<file path="src/sv/etm_pkg.sv">
// Shared types, constants and the arctangent table for the Euler transform matrix block.
// No dependencies; every other file in this folder imports this package.
package etm_pkg;

    // Default number of rotation cells, and the length of the arctangent table.
    localparam int TRIG_STAGES_DEF = 16;
    localparam int ATAN_LEN        = 24;

    // Internal fixed-point word (Q30 with headroom), divider sizes, word width.
    localparam int Q_W      = 34;
    localparam int DIV_BITS = 28;
    localparam int DEN_W    = 16;
    localparam int WORD_W   = 32;
    localparam int LANES    = 9;

    localparam logic signed [Q_W-1:0] Q30_PI       = 34'sd3373259426;
    localparam logic signed [Q_W-1:0] Q30_HALF_PI  = 34'sd1686629713;
    localparam logic signed [Q_W-1:0] Q30_TWO_PI   = 34'sd6746518852;
    localparam logic signed [Q_W-1:0] CORDIC_START = 34'sd652032874;

    typedef logic signed [Q_W-1:0]    t_q;
    typedef logic signed [WORD_W-1:0] t_word;

    // Input request payload.
    typedef struct packed {
        logic                mode;
        logic signed [15:0]  angle_x;
        logic signed [15:0]  angle_y;
        logic signed [15:0]  angle_z;
        logic signed [15:0]  scale_x;
        logic signed [15:0]  scale_y;
        logic signed [15:0]  scale_z;
        logic signed [31:0]  move_x;
        logic signed [31:0]  move_y;
        logic signed [31:0]  move_z;
    } t_etm_in;

    // Result request payload.
    typedef struct packed {
        logic signed [31:0] m00;
        logic signed [31:0] m01;
        logic signed [31:0] m02;
        logic signed [31:0] m10;
        logic signed [31:0] m11;
        logic signed [31:0] m12;
        logic signed [31:0] m20;
        logic signed [31:0] m21;
        logic signed [31:0] m22;
        logic signed [31:0] m30;
        logic signed [31:0] m31;
        logic signed [31:0] m32;
    } t_etm_out;

    // One rotation lane: vector, residual angle, and the half-turn flag.
    typedef struct packed {
        t_q   x;
        t_q   y;
        t_q   z;
        logic flip;
    } t_etm_rot;

    // Fields that ride along the rotation cells untouched.
    typedef struct packed {
        logic               mode;
        logic signed [15:0] scale_x;
        logic signed [15:0] scale_y;
        logic signed [15:0] scale_z;
        logic signed [31:0] move_x;
        logic signed [31:0] move_y;
        logic signed [31:0] move_z;
    } t_etm_side;

    // One divider lane: partial remainder, dividend shifting into quotient,
    // divisor magnitude, result sign, and a bypass value for lanes that skip division.
    typedef struct packed {
        logic [DEN_W-1:0]    rem;
        logic [DIV_BITS-1:0] num;
        logic [DEN_W-1:0]    den;
        logic                neg;
        logic                use_fixed;
        t_word               fixed;
    } t_etm_div;

    // Truncated arctangent of 2^-idx in Q30.
    function automatic t_q atan_val(input int unsigned idx);
        t_q v;
        case (idx)
            0:       v = 34'sh03243F6A8;
            1:       v = 34'sh01DAC6705;
            2:       v = 34'sh00FADBAFC;
            3:       v = 34'sh007F56EA6;
            4:       v = 34'sh003FEAB76;
            5:       v = 34'sh001FFD55B;
            6:       v = 34'sh000FFFAAA;
            7:       v = 34'sh0007FFF55;
            8:       v = 34'sh0003FFFEA;
            9:       v = 34'sh0001FFFFD;
            10:      v = 34'sh0000FFFFF;
            11:      v = 34'sh00007FFFF;
            12:      v = 34'sh00003FFFF;
            13:      v = 34'sh00001FFFF;
            14:      v = 34'sh00000FFFF;
            15:      v = 34'sh000007FFF;
            16:      v = 34'sh000003FFF;
            17:      v = 34'sh000001FFF;
            18:      v = 34'sh000000FFF;
            19:      v = 34'sh0000007FF;
            20:      v = 34'sh0000003FF;
            21:      v = 34'sh0000001FF;
            22:      v = 34'sh0000000FF;
            23:      v = 34'sh00000007F;
            default: v = '0;
        endcase
        return v;
    endfunction

endpackage

</file>
<file path="src/sv/etm_div_cell.sv">
// One restoring-division cell: produces one quotient bit for each of the nine lanes.
// Depends on etm_pkg for the divider lane type.
module etm_div_cell (
    input  logic                                    i_clk,
    input  logic                                    i_en,
    input  etm_pkg::t_etm_div [etm_pkg::LANES-1:0]  i_lane,
    input  etm_pkg::t_word    [2:0]                 i_tr,
    output etm_pkg::t_etm_div [etm_pkg::LANES-1:0]  o_lane,
    output etm_pkg::t_word    [2:0]                 o_tr
);
    import etm_pkg::*;

    t_etm_div [LANES-1:0] r_lane;
    t_etm_div [LANES-1:0] n_lane;
    t_word    [2:0]       r_tr;

    // Shift in the next dividend bit and subtract the divisor when it fits.
    always_comb begin
        for (int l = 0; l < LANES; l++) begin
            logic [DEN_W:0] t;
            logic           bit_q;
            t          = {i_lane[l].rem, i_lane[l].num[DIV_BITS-1]};
            bit_q      = (t >= {1'b0, i_lane[l].den});
            n_lane[l]  = i_lane[l];
            if (bit_q) begin
                n_lane[l].rem = DEN_W'(t - {1'b0, i_lane[l].den});
            end else begin
                n_lane[l].rem = t[DEN_W-1:0];
            end
            n_lane[l].num = {i_lane[l].num[DIV_BITS-2:0], bit_q};
        end
    end

    always_ff @(posedge i_clk) begin
        if (i_en) begin
            r_lane <= n_lane;
            r_tr   <= i_tr;
        end
    end

    assign o_lane = r_lane;
    assign o_tr   = r_tr;

endmodule

</file>
<file path="config.mk">
export PLATFORM = sky130hd
export DESIGN_NAME = etm_div_cell
export DESIGN_NICKNAME = d
export VERILOG_FILES = /design/src/sv/etm_pkg.sv /design/src/sv/etm_div_cell.sv
export SDC_FILE = /design/constraint.sdc
export NUM_CORES = 1
export LEC_CHECK = 0
export ABC_AREA = 1
export ABC_CLOCK_PERIOD_IN_PS = 2160
export BUFFER_PORTS_ARGS = -buffer_cell sky130_fd_sc_hd__buf_4
export CAP_MARGIN = 30
export CORE_AREA = 3 3 727 729
export CTS_CLUSTER_SIZE = 8
export DETAILED_ROUTE_END_ITERATION = 7
export DIE_AREA = 0 0 730 732
export GPL_ROUTABILITY_DRIVEN = 0
export GPL_TIMING_DRIVEN = 0
export HOLD_SLACK_MARGIN = 0.08
export PLACE_DENSITY = 0.3
export SLEW_MARGIN = 20
export SYNTH_ARGS = -nofsm -noshare
export SYNTH_HDL_FRONTEND = slang
export SYNTH_SLANG_ARGS = --single-unit
</file>
<file path="constraint.sdc">
create_clock -name i_clk -period 2.16 [get_ports i_clk]
set_clock_uncertainty 0.2 [all_clocks]
set_input_delay 0.432 -clock i_clk [delete_from_list [all_inputs] [get_ports i_clk]]
set_output_delay 0.432 -clock i_clk [all_outputs]
set_load 0.02 [all_outputs]
</file>
; Word-level counts from Yosys, hierarchy flattened
; Index checks and enable logic that the tools add are counted.
[classes]
addsub = 9
order_cmp = 9
muxes = 9
[ops]
columns = operator, n
row1 = $ge 17x16->1, 9
row2 = $mux 16, 9
row3 = $sub 16x16->16, 9
[word_totals]
reg_bits = 942
input_bits = 944
out_inout_bits = 942
wordCells = 84

; Depth between registers and ports, before layout
[logic_depth]
word_depth = 2
depth_mapped = 15
ltp_nobuf = 13

; Worst setup path before layout
; No wires, ideal clock.
[synth_timing]
kind = input to register
from = in i_lane[547] (netlist bit)
to = reg r_lane (netlist bit o_lane[556]) (data pin)
t_arrival_ps = 1750
slack_ps = -43
cell_stages = 10
path_buffers = 0
cell_sequence = inv_1 -> ha_1 -> fa_1 -> inv_1 -> nand3_1 -> nand3_1 -> a21oi_1 -> or2_2 -> nand3_1 -> nand2_1
[synth_rtl]
columns = element, line_no
row1 = from (decl), etm_div_cell.sv:6  ; input etm_pkg::t_etm_div [etm_pkg::LANES-1:0] i_lane,
row2 = to (signal assigned), etm_div_cell.sv:36  ; r_lane <= n_lane;
row3 = to (decl), etm_div_cell.sv:13  ; t_etm_div [LANES-1:0] r_lane;

==> results_dict.tcl <==
set metrics [dict create \
    ios 1886 \
    fin_ws_ns -0.204 \
    cts_root_buf "clkbuf_16" \
    final_common_cell "dlygate4sd3_1" \
    cp.arrival_ns 2.67 \
    hold_viol 38 \
    clk_path_buf_depth 4 \
    relSlewSlack_pct 45.5 \
    peakVddDrop_mv 0.593 \
    dpl-instance-area_sq_mm 0.0636 \
    cp_cell_sequence "buf_4 > dlygate4sd3_1 > ha_4 > nand2_1 > nor2_2 > nand3_1 > nand3_2 > nand3_4 > buf_12 > nand3_1 > nand2_2" \
    postRouteAntennaNets 0 \
    cts.sinks 942 \
    setup_viol 119 \
    slowest_stage "dlygate4sd3_1" \
    layout_common_cells "dlygate4sd3_1, buf_4, nand2_1, edfxtp_1, buf_6" \
    die_h_um 732 \
    cp_common_cell "nand3_1" \
    drt_iter0_drc 2769 \
    fin_crit_ns 2.36 \
    cp.required_ns 2.47 \
    core_sq_mm 0.524 \
    first_pass_iters 5 \
    ys.warnings.count 0 \
    crit_fanout 5 \
    routed_wl_um 369000 \
    grt_pass1_wl_um 456000 \
    vias 41531 \
    route.detailed.drc 0 \
    grt_max_degree 137 \
    avgSynthCellArea_sq_um 11.8 \
    crit_type "input pin to flip-flop" \
    rows 266 \
    cp-end-kind "flip-flop" \
    final_area_sq_mm 0.0871 \
    worst_slew_pin_slew_ns 0.818 \
    wire_per_inst_um 26.2 \
    max_stage_delay_ns 0.64 \
    hold_class "input pin to flip-flop" \
    syn_nets 4509 \
    numCtsBuffers 160 \
    drive_above_1_share_pct 34.6 \
    final_nets 8072 \
    powerDensity_mw_per_mm2 734 \
    fillCellCount 58333 \
    dp.cells 12274 \
    first_global_vias 42552 \
    finalNonFillerCells 14078 \
    hpwl_um 309000 \
    rsz0062_at_grt "true" \
    area_growth_syn_to_layout_pct 116 \
    slew_viol_final 0 \
    critPathLaunchType "input pin" \
    finalCritPeriodShare_pct 109 \
    path_clk_slew_ns 0.06 \
    drv_cap 0 \
    synth_seq_cells 942 \
    grt_use_total_pct 13.1 \
    worst-path-buf-inv 3 \
    p_leak_nw 36.6 \
    htree_num_levels 4 \
    syn_inst 3412 \
    grt_remaining_overflow 0 \
    antenna_found_initial 215 \
    critPathTopFamily "simple AND/OR/NAND/NOR gates" \
    ys_seq_area_share_pct 70.0 \
    outcome "complete, but fails checks" \
    numPortBuffers 1885 \
    dieArea_sq_mm 0.534 \
    die_w_um 730 \
    netlist_area_sq_mm 0.0404 \
    avgViaCountPerCell 2.95 \
    cts_tree "built" \
    initial_core_util_pct 7.72 \
    violations "hold timing, setup timing" \
    timing.fmax_mhz 423 \
    synth_cell_type_count 37 \
    holdWs_ns -0.170 \
]
==> per-stage QoR <==
step                hold WS (ns)   TNS, ns  power, W  utilization [%]  setup slack (ns)
floorplan                  0.331   -0.0146    0.0277                -           -0.0146
global placement           0.410  -9137.13    0.0365             12.1             -9.94
detailed placement         0.411   -590.14    0.0361             12.1             -1.10
CTS                       -0.284    -50.09    0.0653             16.2            -0.304
global route              -0.213    -24.35    0.0671             16.6            -0.263
finish                    -0.170     -8.15    0.0639             16.6            -0.204
==> cell type report <==
type	instances	area [sq um]	share of cell area (%)
Sequential cell	942	28300	32.5
Timing Repair Buffer	3405	31600	36.3
Buffer	27	327	0.375
Clock buffer	176	4060	4.66
Tap cell	6968	8720	10.0
Clock inverter	56	607	0.697
Inverter	567	2140	2.45
Antenna cell	65	163	0.187
Multi-Input combinational cell	1872	11200	12.8
==> path summary, 6_finish.rpt <==
path,startpoint,to,slack (ns),cells past startpoint
max,i_lane[82],o_lane[81],-0.20,11
min,i_en,o_lane[179],-0.17,1
==> cell usage after synthesis, drive strengths merged <==
| master | n | area share [%] |
|---|---|---|
| o21ai | 8 | 0.099 |
| a21boi | 4 | 0.10 |
| edfxtp | 942 | 70 |
| nand3b | 19 | 0.35 |
| clkbuf | 1 | 0.012 |
| nor2 | 124 | 1.4 |
| nand3 | 236 | 3.2 |
| and2 | 8 | 0.12 |
| inv | 567 | 5.3 |
| fa | 9 | 0.45 |
| nor3b | 1 | 0.031 |
| xnor2 | 11 | 0.24 |
| xor2 | 43 | 0.93 |
| or2 | 9 | 0.14 |
| a21oi | 79 | 0.98 |
| nor3 | 26 | 0.36 |
| buf | 30 | 0.67 |
| ha | 144 | 4.5 |
| o21bai | 7 | 0.13 |
| o21a | 5 | 0.093 |
| nand2 | 1105 | 10 |
| nand4 | 34 | 0.53 |
==> layer usage <==
layer  share of wire, %  GRT usage (%)
met5               0.17              0
met3                 10           5.25
met1                 40           15.5
met4                5.0           5.44
met2                 45           21.0
==> cells by family (layout without fill, tap and decap cells) <==
family	after synthesis	in the layout	share of synthesized area, %
AO/OA/AOI/OAI	103	103	1.40
flip-flops	942	942	70.0
buffers and inverters	598	4231	5.95
XOR/XNOR	54	54	1.17
adder cells (fa/ha/maj)	153	153	4.90
other	0	65	0
AND/OR/NAND/NOR	1562	1562	16.6
==> state kept, by name (all words and copies together) (netlist names) <==
signal,flops
o_lane,846
o_tr,96
==> timing repair <==
action / 4_1_cts / 5_1_grt
setup endpoints to repair: 627 / 590
hold endpoints to repair: 991 / 123
pin swaps: 0 / 27
gates resized for setup: 552 / 313
setup buffers: 0 / 31
cloned: 1 / 3
hold buffers: 1469 / 59
==> power by group <==
group / internal (W) / total (W) / leakage, nW / switching [W]
clock network: 0.0143 / 0.0247 / 2.28 / 0.0104
registers: 0.0221 / 0.0232 / 9.22 / 0.00107
logic: 0.00693 / 0.0160 / 25.1 / 0.00906
Note: power is estimated with default switching activity, not from simulation.
