**src/sv/etm_pkg.sv**
```systemverilog
// Shared types, constants and the arctangent table for the Euler transform matrix block.
// No dependencies; every other file in this folder imports this package.
package etm_pkg;

    // Default number of rotation cells, and the length of the arctangent table.
    localparam int TRIG_STAGES_DEF = 16;
    localparam int ATAN_LEN        = 24;

    // Internal fixed-point word (Q30 with headroom), divider sizes, word width.
    localparam int Q_W      = 34;
    localparam int DIV_BITS = 28;
    localparam int DEN_W    = 16;
    localparam int WORD_W   = 32;
    localparam int LANES    = 9;

    localparam logic signed [Q_W-1:0] Q30_PI       = 34'sd3373259426;
    localparam logic signed [Q_W-1:0] Q30_HALF_PI  = 34'sd1686629713;
    localparam logic signed [Q_W-1:0] Q30_TWO_PI   = 34'sd6746518852;
    localparam logic signed [Q_W-1:0] CORDIC_START = 34'sd652032874;

    typedef logic signed [Q_W-1:0]    t_q;
    typedef logic signed [WORD_W-1:0] t_word;

    // Input request payload.
    typedef struct packed {
        logic                mode;
        logic signed [15:0]  angle_x;
        logic signed [15:0]  angle_y;
        logic signed [15:0]  angle_z;
        logic signed [15:0]  scale_x;
        logic signed [15:0]  scale_y;
        logic signed [15:0]  scale_z;
        logic signed [31:0]  move_x;
        logic signed [31:0]  move_y;
        logic signed [31:0]  move_z;
    } t_etm_in;

    // Result request payload.
    typedef struct packed {
        logic signed [31:0] m00;
        logic signed [31:0] m01;
        logic signed [31:0] m02;
        logic signed [31:0] m10;
        logic signed [31:0] m11;
        logic signed [31:0] m12;
        logic signed [31:0] m20;
        logic signed [31:0] m21;
        logic signed [31:0] m22;
        logic signed [31:0] m30;
        logic signed [31:0] m31;
        logic signed [31:0] m32;
    } t_etm_out;

    // One rotation lane: vector, residual angle, and the half-turn flag.
    typedef struct packed {
        t_q   x;
        t_q   y;
        t_q   z;
        logic flip;
    } t_etm_rot;

    // Fields that ride along the rotation cells untouched.
    typedef struct packed {
        logic               mode;
        logic signed [15:0] scale_x;
        logic signed [15:0] scale_y;
        logic signed [15:0] scale_z;
        logic signed [31:0] move_x;
        logic signed [31:0] move_y;
        logic signed [31:0] move_z;
    } t_etm_side;

    // One divider lane: partial remainder, dividend shifting into quotient,
    // divisor magnitude, result sign, and a bypass value for lanes that skip division.
    typedef struct packed {
        logic [DEN_W-1:0]    rem;
        logic [DIV_BITS-1:0] num;
        logic [DEN_W-1:0]    den;
        logic                neg;
        logic                use_fixed;
        t_word               fixed;
    } t_etm_div;

    // Truncated arctangent of 2^-idx in Q30.
    function automatic t_q atan_val(input int unsigned idx);
        t_q v;
        case (idx)
            0:       v = 34'sh03243F6A8;
            1:       v = 34'sh01DAC6705;
            2:       v = 34'sh00FADBAFC;
            3:       v = 34'sh007F56EA6;
            4:       v = 34'sh003FEAB76;
            5:       v = 34'sh001FFD55B;
            6:       v = 34'sh000FFFAAA;
            7:       v = 34'sh0007FFF55;
            8:       v = 34'sh0003FFFEA;
            9:       v = 34'sh0001FFFFD;
            10:      v = 34'sh0000FFFFF;
            11:      v = 34'sh00007FFFF;
            12:      v = 34'sh00003FFFF;
            13:      v = 34'sh00001FFFF;
            14:      v = 34'sh00000FFFF;
            15:      v = 34'sh000007FFF;
            16:      v = 34'sh000003FFF;
            17:      v = 34'sh000001FFF;
            18:      v = 34'sh000000FFF;
            19:      v = 34'sh0000007FF;
            20:      v = 34'sh0000003FF;
            21:      v = 34'sh0000001FF;
            22:      v = 34'sh0000000FF;
            23:      v = 34'sh00000007F;
            default: v = '0;
        endcase
        return v;
    endfunction

endpackage

```
**src/sv/etm_cordic_cell.sv**
```systemverilog
// One rotation-mode CORDIC cell working on three angle lanes at once.
// Depends on etm_pkg for the lane types and the arctangent table.
module etm_cordic_cell #(
    parameter int STAGE = 0
) (
    input  logic                      i_clk,
    input  logic                      i_en,
    input  etm_pkg::t_etm_rot  [2:0]  i_rot,
    input  etm_pkg::t_etm_side        i_side,
    output etm_pkg::t_etm_rot  [2:0]  o_rot,
    output etm_pkg::t_etm_side        o_side
);
    import etm_pkg::*;

    localparam t_q ATAN = atan_val(STAGE);

    t_etm_rot [2:0] r_rot;
    t_etm_rot [2:0] n_rot;
    t_etm_side      r_side;

    // Rotate each lane toward zero residual angle by one micro-rotation.
    always_comb begin
        for (int l = 0; l < 3; l++) begin
            t_q x;
            t_q y;
            t_q z;
            t_q dx;
            t_q dy;
            x  = i_rot[l].x;
            y  = i_rot[l].y;
            z  = i_rot[l].z;
            dx = y >>> STAGE;
            dy = x >>> STAGE;
            n_rot[l].flip = i_rot[l].flip;
            if (!z[Q_W-1]) begin
                n_rot[l].x = x - dx;
                n_rot[l].y = y + dy;
                n_rot[l].z = z - ATAN;
            end else begin
                n_rot[l].x = x + dx;
                n_rot[l].y = y - dy;
                n_rot[l].z = z + ATAN;
            end
        end
    end

    // Hand the lanes and the side fields to the next cell.
    always_ff @(posedge i_clk) begin
        if (i_en) begin
            r_rot  <= n_rot;
            r_side <= i_side;
        end
    end

    assign o_rot  = r_rot;
    assign o_side = r_side;

endmodule

```
**config.mk**
```make
export PLATFORM = sky130hd
export DESIGN_NAME = etm_cordic_cell
export DESIGN_NICKNAME = d
export VERILOG_FILES = /design/src/sv/etm_pkg.sv /design/src/sv/etm_cordic_cell.sv
export SDC_FILE = /design/constraint.sdc
export NUM_CORES = 1
export LEC_CHECK = 0
export BUFFER_PORTS_ARGS = -buffer_cell sky130_fd_sc_hd__buf_2
export CORE_AREA = 2 2 351 353
export DETAILED_ROUTE_END_ITERATION = 16
export DIE_AREA = 0 0 353 355
export PLACE_DENSITY = 0.51
export SYNTH_ARGS = -nofsm -noshare
export SYNTH_HDL_FRONTEND = slang
export SYNTH_SLANG_ARGS = --single-unit
```
**constraint.sdc**
```tcl
create_clock -name i_clk -period 5.6 [get_ports i_clk]
set_clock_uncertainty 0.2 [all_clocks]
set_input_delay 0.28 -clock i_clk [delete_from_list [all_inputs] [get_ports i_clk]]
set_output_delay 0.28 -clock i_clk [all_outputs]
set_load 0.05 [all_outputs]
```
Word-level counts from Yosys, hierarchy flattened
Cells that the tools add are included.
{"block": "totals", "in_bits": 456, "regBits": 454}
{"block": "classes", "add_sub_neg": 15, "muxes": 3}
{"op": "102-bit two-way mux", "count": 3}
{"op": "34-bit subtractor", "count": 6}
{"op": "34-bit by 31-bit adder with 34-bit output (second input constant)", "count": 3}
{"op": "34-bit adder", "count": 3}
{"op": "34-bit by 31-bit subtractor with 34-bit output (second input constant)", "count": 3}

Logic depth before layout (Yosys ltp)
Gate-level depths: netlist (run 1).
{"block": "logic_depth", "depth_word": 2, "mapped_depth": 14, "ltp_nobuf": 12}

Least setup slack after synthesis (run 1)
No wires, ideal clock.
{"block": "synth_path", "kind": "input-to-reg", "startpoint": "input port i_rot[240] (netlist name)", "endpoint": "register r_rot (netlist bit o_rot[233]), data pin", "arrival_time_ns": 3.391, "required_ns": 5.141, "setup_slack_ns": 1.750, "setup_ns": 0.259, "cell_stages": 14, "path_cell_list": "clkbuf_1 > inv_1 > clkbuf_1 > clkbuf_1 > ha_1 > and4_1 > a21o_1 > a211oi_1 > o21ai_0 > a21oi_1 > a21oi_1 > a221o_1 > a21oi_1 > xnor2_1"}
{"item": "from (decl)", "line_no": "etm_cordic_cell.sv:8", "rtl": "input etm_pkg::t_etm_rot [2:0] i_rot,"}
{"item": "to (signal assigned)", "line_no": "etm_cordic_cell.sv:50", "rtl": "r_rot <= n_rot;"}
{"item": "to (decl)", "line_no": "etm_cordic_cell.sv:17", "rtl": "t_etm_rot [2:0] r_rot;"}

==> summary.md, run 1 <==
| Metric | Value |
|---|---|
| Final design utilization | ~38% |
| Slew headroom | 30.78% |
| Initial Utilization | 29.20% |
| DRC viols | 0 |
| Crit path required time | about 5.8 ns |
| H-Tree Depth | 2 |
| EDFF count, synth | 451 |
| Warnings from Yosys | 0 |
| Post-CTS Setup Inserts | 0 |
| Total Wirelength | 150200 um |
| Post-synth ARST share | 0% |
| Storage element area | 13540 um2 |
| First-pass GRT wire length | 217300 um |
| Worst hold path startpoint | i_rot[116] |
| Most frequent cells in the layout | 905 x buf_2, 451 x edfxtp_1, 415 x a21oi_1 |
| Total track usage | between 20% and 30% |
| Number of global-route vias before repair | 32711 |
| Net Sw Frac | 42.14% |
| Hold Path Depth | 3 |
| Most common cell after layout, fill and taps aside | buf_2 |
| Sequence of cells on the critical path | buf_4 -> buf_4 -> ha_1 -> a21oi_1 -> nor2b_1 -> o21ai_0 -> nand2_1 -> o21ai_0 -> o21ai_0 -> a31oi_1 -> o21bai_1 -> xor2_1 -> dlygate4sd3_1 |
| Drt initial violations | 2863 |
| Synthesis-to-finish area growth | 29.90% |
| DP HPWL | approximately 120000 um |
| Multi-input logic area | ~20000 um2 |
| Post-route insts no fill | 6546 |
| P_leak | 20.17 nW |
| Design Power | 13.52 mW |
| Cell variety after synth | 103 |
| Post-Layout Inst Area | 46050 um2 |
| Post-synth top area share | between 30% and 40% |
| Primary FF master, synth | edfxtp_1 |
| Placed insts | 6149 |
| Comb power frac | 40.2% |
| Vias | 33739 |
| Ranking of synthesized cells by area | edfxtp_1 38%, ha_1 14%, a21oi_1 5.9% |
| Internal | 7.823 mW |
| Unrepaired setup endpoints after global routing | no |
| Slowest cell on crit path | buf_4 |
| Die area | 125300 um2 |
| Seq pwr share | 33.5% |
| Slew @ Worst Pin | between 1 and 1.5 ns |
| Fillers | 12480 |
| Fmax | 0.2472 GHz |
| CTS Root Cell | clkbuf_16 |
| Ports | 910 |
| Sw power | about 5.7 mW |
| Clock share of power | 26.3% |
| Longest Clk Path Bufs | 3 |
| Post-DR vias/cell | about 5 |
| Post-synthesis cell area | 35450 um2 |
| Largest net degree at the start of global routing | 103 |
| Detail Route Antenna Nets | 0 |
| Crit path top cell by count | o21ai_0 |
| Period minus WS final | about 4 ns |
| Pins over their slew limit | 0 |
| Max Cap Violations | 0 |
| Max VDD drop | around 0.25 mV |
| Routed WL per cell | about 23 um |
| Power density cells | 293.6 nW/um2 |
| Max incr delay on CP | 0.80 ns |
| Clock Sinks | 451 |
| Post-DP Area | just over 40000 um2 |
| Row Count | 128 |
| Dpl ws | 1.411 ns |
| Post-Syn Area per Cell | about 9.4 um2 |
| #FFs+latches synth | roughly 450 |
| Global placer's final weighted congestion | 0.9504 |
| Layout cell share with drive strength beyond 1 | a little over a fifth |
| TNS Setup | 0 ns |
| Die H | 355 um |
| Worst hold slack | 0.05548 ns |
| DIE WIDTH | 353 um |
| Drt pass-1 iters | 6 |
| Syn Inst Count | roughly 3800 |
| Initial antenna violation count | 55 |
| Crit share post-route | 72.23% |
| WS Path Type | in -> reg |
| Syn nets | 4609 |
| CTS buffer count | 57 |
| # setup viols final | 0 |
| # nets final | about 5700 |
| Worst Hold Path EP | o_rot[116]$_DFFE_PP_ |
| Final hold vios | 0 |
| Gr ovfl total | 0 |
| Status | finished, final reports clean |
| Worst hold path type | in -> reg |
| Sequential cell area fraction in the yosys report | 38.20% |
| Synth area leader | edfxtp_1 |
| WP data arrival | about 4.3 ns |
| Clock transition at path regs | 0.06 ns |
| Startpoint Class | input port |
| Worst-path maximum fanout | 91 |
| Critical Path Sink Type | register |
| PortBufs | about 900 |
| CTS tree | yes |
| Post-route setup slack | ~1.6 ns |
| Total core area | 121400 um2 |
==> repair_timing <==
action | 4_1_cts | 5_1_grt
resized for setup | 0 | 0
hold endpoints to repair | 339 | 0
hold buffers | 270 | 0
==> kinds of logic (layout without fill, tap and decap cells) <==
family / after synthesis / count (layout) / synth area share, %
xor+xnor: 269 / 269 / 6.646
compound gates: 1264 / 1264 / 22.85
buf+inv: 491 / 1634 / 5.393
fa+ha+maj: 396 / 396 / 14.23
simple gates: 856 / 856 / 11.83
mux: 30 / 30 / 0.8506
other cells: 0 / 21 / 0
flops: 451 / 451 / 38.20
==> per-layer routing <==
| metal | routed length [um] | track usage, % | up-vias | part of all wire, % |
|---|---|---|---|---|
| li1 | - | - | 15944 | - |
| met1 | 64680 | 30.45 | 16192 | 43 |
| met2 | 68770 | 37.04 | 1353 | 46 |
| met3 | 12100 | 5.308 | 212 | 8.1 |
| met4 | 4420 | 6.587 | 38 | 2.9 |
| met5 | 229 | 0 | - | 0.15 |
==> cells in the mapped netlist, drive strengths merged, types with 9 or more instances <==
master  count
nand4      52
a211oi     46
nand3b     14
nor2      261
o22ai      13
a21oi     418
inv       323
a211o      12
nand3      63
xnor2     204
a311oi      9
xor2       65
clkbuf     95
a21o      111
and2       16
mux2i      29
nor3       65
o21ai     267
a221oi     13
or3        16
or2        19
fa         12
o221ai      9
a31oi      49
buf        59
and3       15
o211ai     35
o21bai     89
ha        384
edfxtp    451
o31ai      34
nor2b      54
nor4       24
a21boi     15
nand2b     31
clkinv     14
o311ai     13
or4        10
nand2     192
o21a       37
==> worst max path at each step <==
stage | from | to | slack, ns | cells after the start
floorplan | i_rot[240] | o_rot[233]$_DFFE_PP_ | 1.75 | 14
global placement | i_rot[34] | o_rot[27]$_DFFE_PP_ | 1.46 | 10
detailed placement | i_rot[34] | o_rot[27]$_DFFE_PP_ | 1.41 | 10
CTS | i_rot[34] | o_rot[29]$_DFFE_PP_ | 1.69 | 13
global route | i_rot[34] | o_rot[29]$_DFFE_PP_ | 1.26 | 13
finish | i_rot[34] | o_rot[29]$_DFFE_PP_ | 1.56 | 13
==> final cells by class <==
type                       instances  area share (%)
multi-input combinational       2815           43.42
sequential                       451           29.41
timing repair buffer            1191           16.09
tap                             1625           4.415
clock buffer                      66           3.171
inverter                         337           2.747
clock inverter                    40          0.6357
antenna                           21          0.1141
==> power by group through the flow <==
stage / Clock (mW) / Sequential [mW] / Combinational, mW
floorplan: 0 / 6.14 / 1.99
global placement: 0 / 4.60 / 5.21
detailed placement: 0 / 4.60 / 5.20
CTS: 3.69 / 4.54 / 5.41
global route: 3.79 / 4.57 / 5.76
finish: 3.56 / 4.53 / 5.43
==> critical path: cells and delay by family <==
kind | cells | cell delay [ns]
xor gates and xnor gates | 1 | 0.15
and+or+nand+nor | 2 | 0.13
AOI/OAI and AO/OA | 6 | 1.68
adders and majority gates | 1 | 0.47
buffers and inverters | 3 | 1.52
==> registers in the layout, summed over array words and instances (netlist names) <==
name,cells
o_rot,306
o_side,145
Power figures use the tool's default switching activity.
==> run 2: changes to the inputs <==
- ABC_AREA: not set -> 1
- CORE_AREA: 2 2 351 353 -> 2 2 354 356
- DIE_AREA: 0 0 353 355 -> 0 0 356 358
- PLACE_DENSITY: 0.51 -> 0.57
- clock period: 5.6 -> 3.4 ns (I/O delays scaled with it)
==> summary.md, run 2 <==
| Metric | Value |
|---|---|
| Initial antenna violation count | 36 (-35%) |
| Total track usage | 29.53% (+6.6 points) |
| Max Cap Violations | 0 (unchanged) |
| Startpoint Class | input port |
| Status | finished, final reports clean |
| Post-synth ARST share | 0% (unchanged) |
| Clock transition at path regs | 0.06 ns (about the same) |
| H-Tree Depth | 2 (unchanged) |
| Slew headroom | 36.27% (+5.5 points) |
| Drt initial violations | 3858 (+35%) |
| Syn Inst Count | 5720 (+52%) |
| Design Power | 23.61 mW (+75%) |
| Final design utilization | 42.09% (+4.1 points) |
| Global placer's final weighted congestion | 1.005 (+5.8%) |
| Layout cell share with drive strength beyond 1 | 16.28% (-5.7 points) |
| Fmax | 0.3526 GHz |
| Total Wirelength | 197000 um (+31%) |
| Routed WL per cell | 22.89 um (-0.25%) |
| Post-DR vias/cell | 5.133 (-0.40%) |
| WP data arrival | 3.04 ns (-1.23 ns) |
| DIE WIDTH | 356 um (+0.85%) |
| Die area | 127400 um2 (+1.7%) |
| Worst hold path startpoint | i_rot[207] |
| Total core area | 123300 um2 (+1.6%) |
| Hold buffer count at CTS | 304 (+13%) |
| WS Path Type | in -> reg |
| Top-count cell post-synth | nand2_1 |
| Post-Syn Area per Cell | 7.091 um2 (-25%) |
| Crit share post-route | 83.42% |
| Number of global-route vias before repair | 41894 (+28%) |
| Post-DP Area | 46860 um2 (+13%) |
| Placed insts | 8185 (+33%) |
| Post-CTS Setup Inserts | 0 (unchanged) |
| Post-route insts no fill | 8608 (+32%) |
| Ports | 910 (unchanged) |
| Cell variety after synth | 49 (-52%) |
| Worst hold path type | in -> reg |
| Dpl ws | 0.4733 ns (-0.9378 ns) |
| Pins over their slew limit | 0 (unchanged) |
| Crit path required time | 3.60 ns (-2.22 ns) |
| Ranking of synthesized cells by area | edfxtp_1 33%, nand2_1 15%, ha_1 12% |
| Warnings from Yosys | 0 (unchanged) |
| Post-synth top area share | 33.39% (-4.8 points) |
| Synth area leader | edfxtp_1 |
| Syn nets | 6572 (+43%) |
| Drt pass-1 iters | 6 (unchanged) |
| Clock Sinks | 451 (unchanged) |
| Post-route setup slack | 0.5636 ns (-0.9915 ns) |
| Max VDD drop | 0.4745 mV (+93%) |
| Power density cells | 454.9 nW/um2 (+55%) |
| Worst hold slack | 0.02473 ns (-0.03075 ns) |
| # nets final | 7761 (+36%) |
| TNS Setup | 0 ns (unchanged) |
| CTS Root Cell | clkbuf_16 |
| P_leak | 25.56 nW (+27%) |
| CTS buffer count | 55 (-3.5%) |
| PortBufs | 909 (unchanged) |
| CTS tree | yes |
| Period minus WS final | 2.836 ns |
| Post-synthesis cell area | 40560 um2 (+14%) |
| Primary FF master, synth | edfxtp_1 |
| Hold Path Depth | 2 (-1) |
| Post-synth top cells | 1631 x nand2_1, 788 x inv_1, 536 x nand3_1, 485 x nor2_1, 451 x edfxtp_1 |
| DRC viols | 0 (unchanged) |
| Worst Hold Path EP | o_rot[207]$_DFFE_PP_ |
| Largest net degree at the start of global routing | 76 (-26%) |
| Worst-path maximum fanout | 5 (-95%) |
| Row Count | 129 (+0.78%) |
| Sequential cell area fraction in the yosys report | 33.39% (-4.8 points) |
| Post-Layout Inst Area | 51900 um2 (+13%) |
| Die H | 358 um (+0.85%) |
| Critical Path Sink Type | register |
| Final hold vios | 0 (unchanged) |
| Most frequent cells in the layout | 1631 x nand2_1, 908 x buf_2, 785 x inv_1 |
| EDFF count, synth | 451 (unchanged) |
| Most common cell after layout, fill and taps aside | nand2_1 |
| #FFs+latches synth | 451 (unchanged) |
| # setup viols final | 0 (unchanged) |
| First-pass GRT wire length | 278200 um (+28%) |
| Detail Route Antenna Nets | 0 (unchanged) |
| DP HPWL | 165700 um (+38%) |
| Unrepaired setup endpoints after global routing | no |
| Initial Utilization | 32.89% (+3.7 points) |
| Gr ovfl total | 0 (unchanged) |
| Slew @ Worst Pin | 0.9527 ns (-0.08553 ns) |
| Longest Clk Path Bufs | 3 (unchanged) |
| Max reg flops | 306 (unchanged) |
| Vias | 44188 (+31%) |
| Synthesis-to-finish area growth | 27.95% |
| Post-CTS Resized | 0 (unchanged) |
-- run 2: changes by cell type after synthesis, moves of 54 or more --
| cell | delta |
|---|---|
| clkbuf_1 | -70 |
| buf_4 | +57 |
| o21ai_0 | +72 |
| nor2b_1 | -54 |
| nor2_1 | +225 |
| inv_1 | +471 |
| nand3_1 | +473 |
| a21o_1 | -87 |
| nand2_1 | +1439 |
| xnor2_1 | -199 |
| xor2_1 | +72 |
-- run 2: cell type report --
| cell class | instances | area (um2) |
|---|---|---|
| antenna | 17 | 42.54 |
| clock buffer | 60 | 1416 |
| clock inverter | 42 | 531.8 |
| fill | 12906 | 71420 |
| inverter | 805 | 3025 |
| multi-input combinational | 4327 | 23180 |
| sequential | 451 | 13540 |
| tap | 1637 | 2048 |
| timing repair buffer | 1269 | 8110 |
-- run 2: power by group --
group          internal [mW]  switching (mW)
clock                   3.85            2.68
combinational           2.50            7.17
sequential              7.02           0.391
-- run 2: worst max path at each step --
stage	startpoint	end	slack [ns]
2_1_floorplan	i_rot[240]	o_rot[226]$_DFFE_PP_	0.46
3_3_place_gp	i_rot[147]	o_rot[189]$_DFFE_PP_	0.48
3_5_place_dp	i_rot[34]	o_rot[24]$_DFFE_PP_	0.47
4_1_cts	i_rot[36]	o_rot[68]$_DFFE_PP_	0.58
5_1_grt	i_rot[36]	o_rot[68]$_DFFE_PP_	0.38
6_report	i_rot[36]	o_rot[68]$_DFFE_PP_	0.56
-- run 2: layer usage --
metal  share of wire [%]  wire [um]  vias to the layer above  track usage, %
met3                 7.2      14260                      335           4.723
met5               0.061        121                        -               0
met2                  46      90900                     1936           48.92
met1                  42      82640                    20683           38.17
met4                 4.6       9096                       20           12.34
li1                    -          -                    21214               -
-- run 2: critical path: stages --
cell and delay [ns]:
dlygate4sd3_1 0.53, buf_2 0.18, inv_1 0.09, ha_1 0.31, nand2_1 0.10, nor2_1 0.19, nand3_1 0.10, nand3b_1 0.23
nand2_1 0.08, nand2_1 0.13, nand2_1 0.14, nand2_1 0.09, nand2_1 0.05, nand3_1 0.06, nand2_1 0.05, dlygate4sd3_1 0.54
-- run 2: cells by family (layout without fill, tap and decap cells) --
group                      after synthesis  after routing  synth area share [%]
DFF                                    451            451                 33.39
and+or+nand+nor                       2868           2868                 29.50
buffers and inverters                  942           2176                 9.461
other                                    0             17                     0
AOI/OAI and AO/OA                      920            920                 12.12
adders and majority gates              396            396                 12.44
xor gates and xnor gates               142            142                 3.066
muxes                                    1              1               0.02468
